## src/rtl/pnr_pkg.sv

```systemverilog
// types, constants and state encoding for the nearest-neighbor resampler
// no dependencies
package pnr_pkg;

	localparam int FRAC_BITS_DEF = 16;
	localparam int STEP_W = 21;
	localparam int MAX_RUN = 64;
	localparam int CNT_W = $clog2(MAX_RUN);
	localparam int REG_IDX_W = 2;

	localparam logic [REG_IDX_W-1:0] REG_WIDE_SAMPLES = 2'd0;
	localparam logic [REG_IDX_W-1:0] REG_TWO_CHANNELS = 2'd1;
	localparam logic [REG_IDX_W-1:0] REG_PHASE_STEP = 2'd2;

	localparam logic [STEP_W-1:0] STEP_RESET = 21'd65536;

	typedef struct packed {
		logic [15:0] first_word;
		logic [15:0] second_word;
	} in_item_t;

	typedef struct packed {
		logic signed [15:0] left_sample;
		logic signed [15:0] right_sample;
		logic last_of_run;
	} out_item_t;

	typedef enum logic [1:0] {
		ST_IDLE,
		ST_EMIT,
		ST_WRAP
	} pnr_state_t;

endpackage

```

## src/rtl/pcm_nearest_resampler_core.sv

```systemverilog
// output: first result in the cycle after a frame transaction; a skipped frame yields none
// flow: no new frame is taken while results are emitted; at most 64 results per frame;
// the single phase adder handles one result per cycle while out_stall is low
// reset: async active low; phase cleared, registers to 16-bit stereo with unit step
module pcm_nearest_resampler_core #(
	parameter int FRAC_BITS = pnr_pkg::FRAC_BITS_DEF
) (
	input  logic clk,
	input  logic arst_n,
	input  logic wr_en,
	input  logic [pnr_pkg::REG_IDX_W-1:0] wr_index,
	input  logic [pnr_pkg::STEP_W-1:0] wr_data,
	input  logic in_valid,
	output logic in_stall,
	input  pnr_pkg::in_item_t in_data,
	output logic out_valid,
	input  logic out_stall,
	output pnr_pkg::out_item_t out_data
);
	import pnr_pkg::*;

	localparam int PHASE_W = ((FRAC_BITS > STEP_W) ? FRAC_BITS : STEP_W) + 1;
	localparam logic [PHASE_W-1:0] PHASE_ONE = PHASE_W'(1) << FRAC_BITS;
	localparam logic [PHASE_W-1:0] PHASE_MINUS_ONE = ~PHASE_ONE + PHASE_W'(1);

	pnr_state_t state_q, state_nxt;

	logic wide_q;
	logic two_ch_q;
	logic [STEP_W-1:0] step_q;
	logic [PHASE_W-1:0] phase_q;
	logic [CNT_W-1:0] cnt_q;
	logic signed [15:0] left_q;
	logic signed [15:0] right_q;

	logic signed [15:0] conv_left;
	logic signed [15:0] conv_right;
	logic [PHASE_W-1:0] alu_operand;
	logic [PHASE_W-1:0] alu_sum;
	logic phase_ge_one;
	logic sum_ge_one;
	logic run_last;
	logic in_take;
	logic out_take;
	logic use_step;

	pnr_frame_conv u_conv (
		.wide_samples(wide_q),
		.two_channels(two_ch_q),
		.frame(in_data),
		.left_sample(conv_left),
		.right_sample(conv_right)
	);

	// shared phase adder: add the step while emitting, take off one otherwise
	assign alu_operand = use_step ? PHASE_W'(step_q) : PHASE_MINUS_ONE;
	assign alu_sum = phase_q + alu_operand;
	assign phase_ge_one = (phase_q >= PHASE_ONE);
	assign sum_ge_one = (alu_sum >= PHASE_ONE);
	assign run_last = sum_ge_one || (cnt_q == CNT_W'(MAX_RUN - 1));

	assign in_take = in_valid && !in_stall;
	assign out_take = out_valid && !out_stall;

	always_comb begin
		state_nxt = state_q;
		case (state_q)
			ST_IDLE: begin
				if (in_take && !phase_ge_one)
					state_nxt = ST_EMIT;
			end
			ST_EMIT: begin
				if (out_take && run_last)
					state_nxt = ST_WRAP;
			end
			ST_WRAP: state_nxt = ST_IDLE;
			default: state_nxt = ST_IDLE;
		endcase
	end

	always_comb begin
		in_stall = 1'b1;
		out_valid = 1'b0;
		use_step = 1'b0;
		case (state_q)
			ST_IDLE: in_stall = 1'b0;
			ST_EMIT: begin
				out_valid = 1'b1;
				use_step = 1'b1;
			end
			ST_WRAP: ;
			default: ;
		endcase
	end

	assign out_data.left_sample = left_q;
	assign out_data.right_sample = right_q;
	assign out_data.last_of_run = run_last;

	always_ff @(posedge clk or negedge arst_n) begin
		if (!arst_n) begin
			state_q <= ST_IDLE;
			wide_q <= 1'b1;
			two_ch_q <= 1'b1;
			step_q <= STEP_RESET;
			phase_q <= '0;
			cnt_q <= '0;
		end else begin
			state_q <= state_nxt;
			if (wr_en) begin
				case (wr_index)
					REG_WIDE_SAMPLES: wide_q <= wr_data[0];
					REG_TWO_CHANNELS: two_ch_q <= wr_data[0];
					REG_PHASE_STEP: step_q <= wr_data;
					default: ;
				endcase
			end
			case (state_q)
				ST_IDLE: begin
					cnt_q <= '0;
					if (in_take && phase_ge_one)
						phase_q <= alu_sum;
				end
				ST_EMIT: begin
					if (out_take) begin
						phase_q <= alu_sum;
						cnt_q <= cnt_q + CNT_W'(1);
					end
				end
				ST_WRAP: phase_q <= phase_ge_one ? alu_sum : '0;
				default: ;
			endcase
		end
	end

	always_ff @(posedge clk) begin
		if (in_take) begin
			left_q <= conv_left;
			right_q <= conv_right;
		end
	end

endmodule

```

## src/rtl/pnr_frame_conv.sv

```systemverilog
// source frame to signed 16-bit stereo pair conversion
// depends on pnr_pkg
module pnr_frame_conv (
	input  logic wide_samples,
	input  logic two_channels,
	input  pnr_pkg::in_item_t frame,
	output logic signed [15:0] left_sample,
	output logic signed [15:0] right_sample
);
	import pnr_pkg::*;

	logic [15:0] byte_lo;
	logic [15:0] byte_hi;

	// (b - 128) << 8 is the byte with its top bit flipped, shifted up
	assign byte_lo = {~frame.first_word[7], frame.first_word[6:0], 8'h00};
	assign byte_hi = {~frame.first_word[15], frame.first_word[14:8], 8'h00};

	always_comb begin
		if (wide_samples) begin
			left_sample = frame.first_word;
			right_sample = two_channels ? frame.second_word : frame.first_word;
		end else begin
			left_sample = byte_lo;
			right_sample = two_channels ? byte_hi : byte_lo;
		end
	end

endmodule

```

## config.mk

```make
export PLATFORM = sky130hd
export DESIGN_NAME = pcm_nearest_resampler_core
export DESIGN_NICKNAME = d
export VERILOG_FILES = /design/src/rtl/pnr_pkg.sv /design/src/rtl/pcm_nearest_resampler_core.sv /design/src/rtl/pnr_frame_conv.sv
export SDC_FILE = /design/constraint.sdc
export NUM_CORES = 1
export LEC_CHECK = 0
export ABC_CLOCK_PERIOD_IN_PS = 9450
export BUFFER_PORTS_ARGS = -buffer_cell sky130_fd_sc_hd__clkbuf_2
export CAP_MARGIN = 20
export CORE_MARGIN = 4
export CORE_UTILIZATION = 55
export DETAILED_ROUTE_END_ITERATION = 8
export PLACE_DENSITY = 0.79
export SETUP_SLACK_MARGIN = 0.2
export SLEW_MARGIN = 20
export SYNTH_ARGS = -nofsm -noshare
export SYNTH_HDL_FRONTEND = slang
export SYNTH_HIERARCHICAL = 1
export SYNTH_SLANG_ARGS = --single-unit
export TNS_END_PERCENT = 30
```

## constraint.sdc

```tcl
create_clock -name clk -period 9.45 [get_ports clk]
set_input_delay 1.89 -clock clk [delete_from_list [all_inputs] [get_ports clk]]
set_output_delay 1.89 -clock clk [all_outputs]
set_load 0.005 [all_outputs]
```

==> results.yml <==
detailed_routing:
  drc: 0
  ant_nets: 0
  vias_per_cell: 5.684
  num_vias: 3797
  drt_iter0_markers: 163
  avgRoutedWirePerCell_um: 16.04
  first_pass_iters: 4
  wl_mm: 10.71
worst_setup_path:
  path_class: "reg2out"
  start_kind: "flop"
  cp_cell_sequence: "nand2b_1 -> inv_1 -> and2_1 -> ha_1 -> inv_1 -> fa_1 -> nand2b_1 -> a21oi_2 -> o2111ai_1 -> a41o_1 -> nor4_2 -> nand3_1 -> or3_1 -> or3_1 -> clkbuf_2"
  rrSetupSlack_ns: 5.30
  cpPeakStageDelay_ns: 0.60
  cp_max_fo: 25
  end_kind: "primary output"
  worstPathRequired_ns: 7.56
  cp_slowest_cell: "inv_1"
  crit_arrival_ns: 4.59
cts:
  hold_buffers: 0
  cts_resized: 0
  numCtsBuffers: 9
  postCtsSetupRepairBufs: 0
  clkSlewWorstSetupHoldPaths_ns: 0.09
  cts.sinks: 85
  clk_latency_ns: 0.37
  htreeDepth: 3
  cts_tree: "yes"
  cts_root_buffer: "clkbuf_8"
  ctsLongestPathBuffers: 2
run:
  cap_violations: 0
yosys:
  yosys_warnings: 6
  ys_seq_area_share_pct: 45.51
  syn_inst: 470
  netlist_area_um2: 5034
  synth-seq-cells: 85
  synth_fp_nets: 553
  synth_enable_flop_cells: 32
  avgSynthCellArea_um2: 10.71
  ys.flop_type: "dfrtp_1"
  yosysUniqueCellTypes: 58
  async_flop_share_pct: 62.35
sta:
  slew_headroom_pct: 33.40
  fin_crit_ns: 6.483
  tns_ns: 0
  setup_viol: 0
  timing.fmax_mhz: 154.2
  max_slew.worst_pin.slew_ns: 0.9979
  hold_viol_final: 0
  fin_crit_sh_pct: 68.60
  finalMaxSlewViolations: 0
  grt_setup_unrepaired: "false"
  hold_ws_ns: 0.4960
  fin_skew_ns: 0.009071
floorplan:
  coreArea_um2: 8806
  ioPinCount: 95
  die_h_um: 103.7
  start_util_pct: 57.16
  die_x_um: 103.7
  floorplan.rows: 34
  dieArea_um2: 10750
final_layout:
  layout-drive-gt1-share_pct: 28.93
  final_common_cell: "clkbuf_2"
  register_area_um2: 2291
  final_cell_area_um2: 5728
  mostFrequentLayoutCells: "94 x clkbuf_2, 50 x dfrtp_1, 43 x nand2_1"
  fillers: 717
  syn_to_final_growth_pct: 13.80
  insertedDiodeCount: 0
  nNetsFinal: 638
  multi_input_area_um2: 2559
power_and_ir_drop:
  vdd_drop_max_mv: 0.1320
  p_sw_uw: 553.4
  p_int_uw: 871.7
  p_per_area_nw_per_um2: 248.8
  swShare_pct: 38.83
  power.leakage_uw: 0.002581
  power_frac_clock_pct: 19.6
  power_frac_comb_pct: 41.4
  sequentialPowerShare_pct: 39.0
global_route:
  grt_max_degree: 54
  antenna_found_initial: 0
  grt_usage_pct: 20.39
  gr-total-overflow: 0
  grt_pass1_vias: 3819
  grt_pass1_wl_mm: 18.24
placed_design:
  gp_congestion: 0.8354
  io_buffers: 94
  dpl_cell_area_um2: 5504
  dp_hpwl_mm: 7.755
status:
  status: "completed"
hold_path:
  hold_path_class: "reg2reg"
[state kept, by name (all words and copies together) (netlist names)]
register and flops:
right_q 16, two_ch_q 1, step_q 21, phase_q 22, left_q 16, state_q 2
wide_q 1, cnt_q 6
[through the flow]
| stage | total power, µW | std cells | util [%] | setup slack [ns] |
|---|---|---|---|---|
| 6_report | 1425 | 668 | 65.05 | 2.967 |
| 5_1_grt | 1533 | 668 | 65.05 | 2.672 |
| 4_1_cts | 1427 | 667 | 64.92 | 2.935 |
| 3_5_place_dp | 1146 | 651 | 62.50 | 3.416 |
| 3_3_place_gp | 1120 | 651 | 62.50 | 3.581 |
| 2_1_floorplan | 1006 | 470 | - | 3.963 |
[cell type report]
type | count | share of cell area (%)
multi-input combinational | 353 | 44.67
sequential | 85 | 40.00
timing repair buffer | 97 | 8.672
tap | 108 | 2.359
clock buffer | 9 | 2.163
clock inverter | 7 | 1.551
inverter | 9 | 0.5898
[critical path, delay by kind of cell (launching register included)]
family,cells,cell delay (ns)
AND/OR/NAND/NOR,7,1.86
buffers and inverters,3,0.79
AO/OA/AOI/OAI,3,0.62
adder cells (fa/ha/maj),2,0.53
flip-flops,1,0.41
[metal layers]
metal	GRT usage (%)	routed length (µm)
met5	0	0
met3	3.794	392
met2	33.93	5313
met4	7.692	246
met1	26.61	4762
[final timing paths]
kind                             from           to  depth (start not counted)
hold / removal               cnt_q[5]     cnt_q[5]                          1
setup reg to reg           state_q[1]   state_q[1]                         14
hold reg to reg              cnt_q[5]     cnt_q[5]                          1
min in group asynchronous      arst_n     cnt_q[0]                          2
setup / recovery           state_q[1]  out_data[0]                         15
max in group asynchronous      arst_n    step_q[4]                          2
[power by group through the flow]
stage,clock (µW),sequential [µW],combinational (µW)
2_1_floorplan,0,536,470
3_3_place_gp,0,558,562
3_5_place_dp,0,563,583
4_1_cts,283,555,589
5_1_grt,299,567,666
6_report,280,555,590
[synth_stat cells (3+ instances only)]
| cell | n | area share, % |
|---|---|---|
| xnor2_1 | 9 | 1.6 |
| clkbuf_1 | 9 | 0.67 |
| nand2b_1 | 12 | 1.5 |
| a31oi_1 | 3 | 0.37 |
| o2111ai_1 | 3 | 0.52 |
| nor3b_1 | 6 | 0.89 |
| mux2_2 | 32 | 7.2 |
| nor2b_1 | 10 | 1.2 |
| buf_2 | 4 | 0.40 |
| xor2_1 | 9 | 1.6 |
| edfxtp_1 | 32 | 19 |
| or3_1 | 6 | 0.75 |
| buf_4 | 4 | 0.60 |
| nand2_1 | 43 | 3.2 |
| o21bai_1 | 3 | 0.45 |
| dfrtp_1 | 50 | 25 |
| a22o_1 | 6 | 1.0 |
| mux2i_1 | 32 | 6.4 |
| inv_1 | 9 | 0.67 |
| dfstp_2 | 3 | 1.6 |
| ha_1 | 22 | 5.5 |
| buf_6 | 4 | 0.89 |
| nand3_1 | 15 | 1.5 |
| a21oi_2 | 3 | 0.52 |
| nor2_1 | 19 | 1.4 |
| o21ai_0 | 28 | 2.8 |
| o21ai_1 | 5 | 0.50 |
| nand4_1 | 4 | 0.50 |
| and2_1 | 26 | 3.2 |
| a21oi_1 | 24 | 2.4 |
[kinds of logic after synthesis]
logic type,Yosys count,share of synthesized area [%]
AND/OR/NAND/NOR,155,16.28
AO/OA/AOI/OAI,93,11.98
flip-flops,85,45.51
multiplexers,64,13.52
buffers and inverters,32,3.704
adder cells (fa/ha/maj),23,5.866
XOR/XNOR,18,3.132
Note: power is estimated with default switching activity, not from simulation.
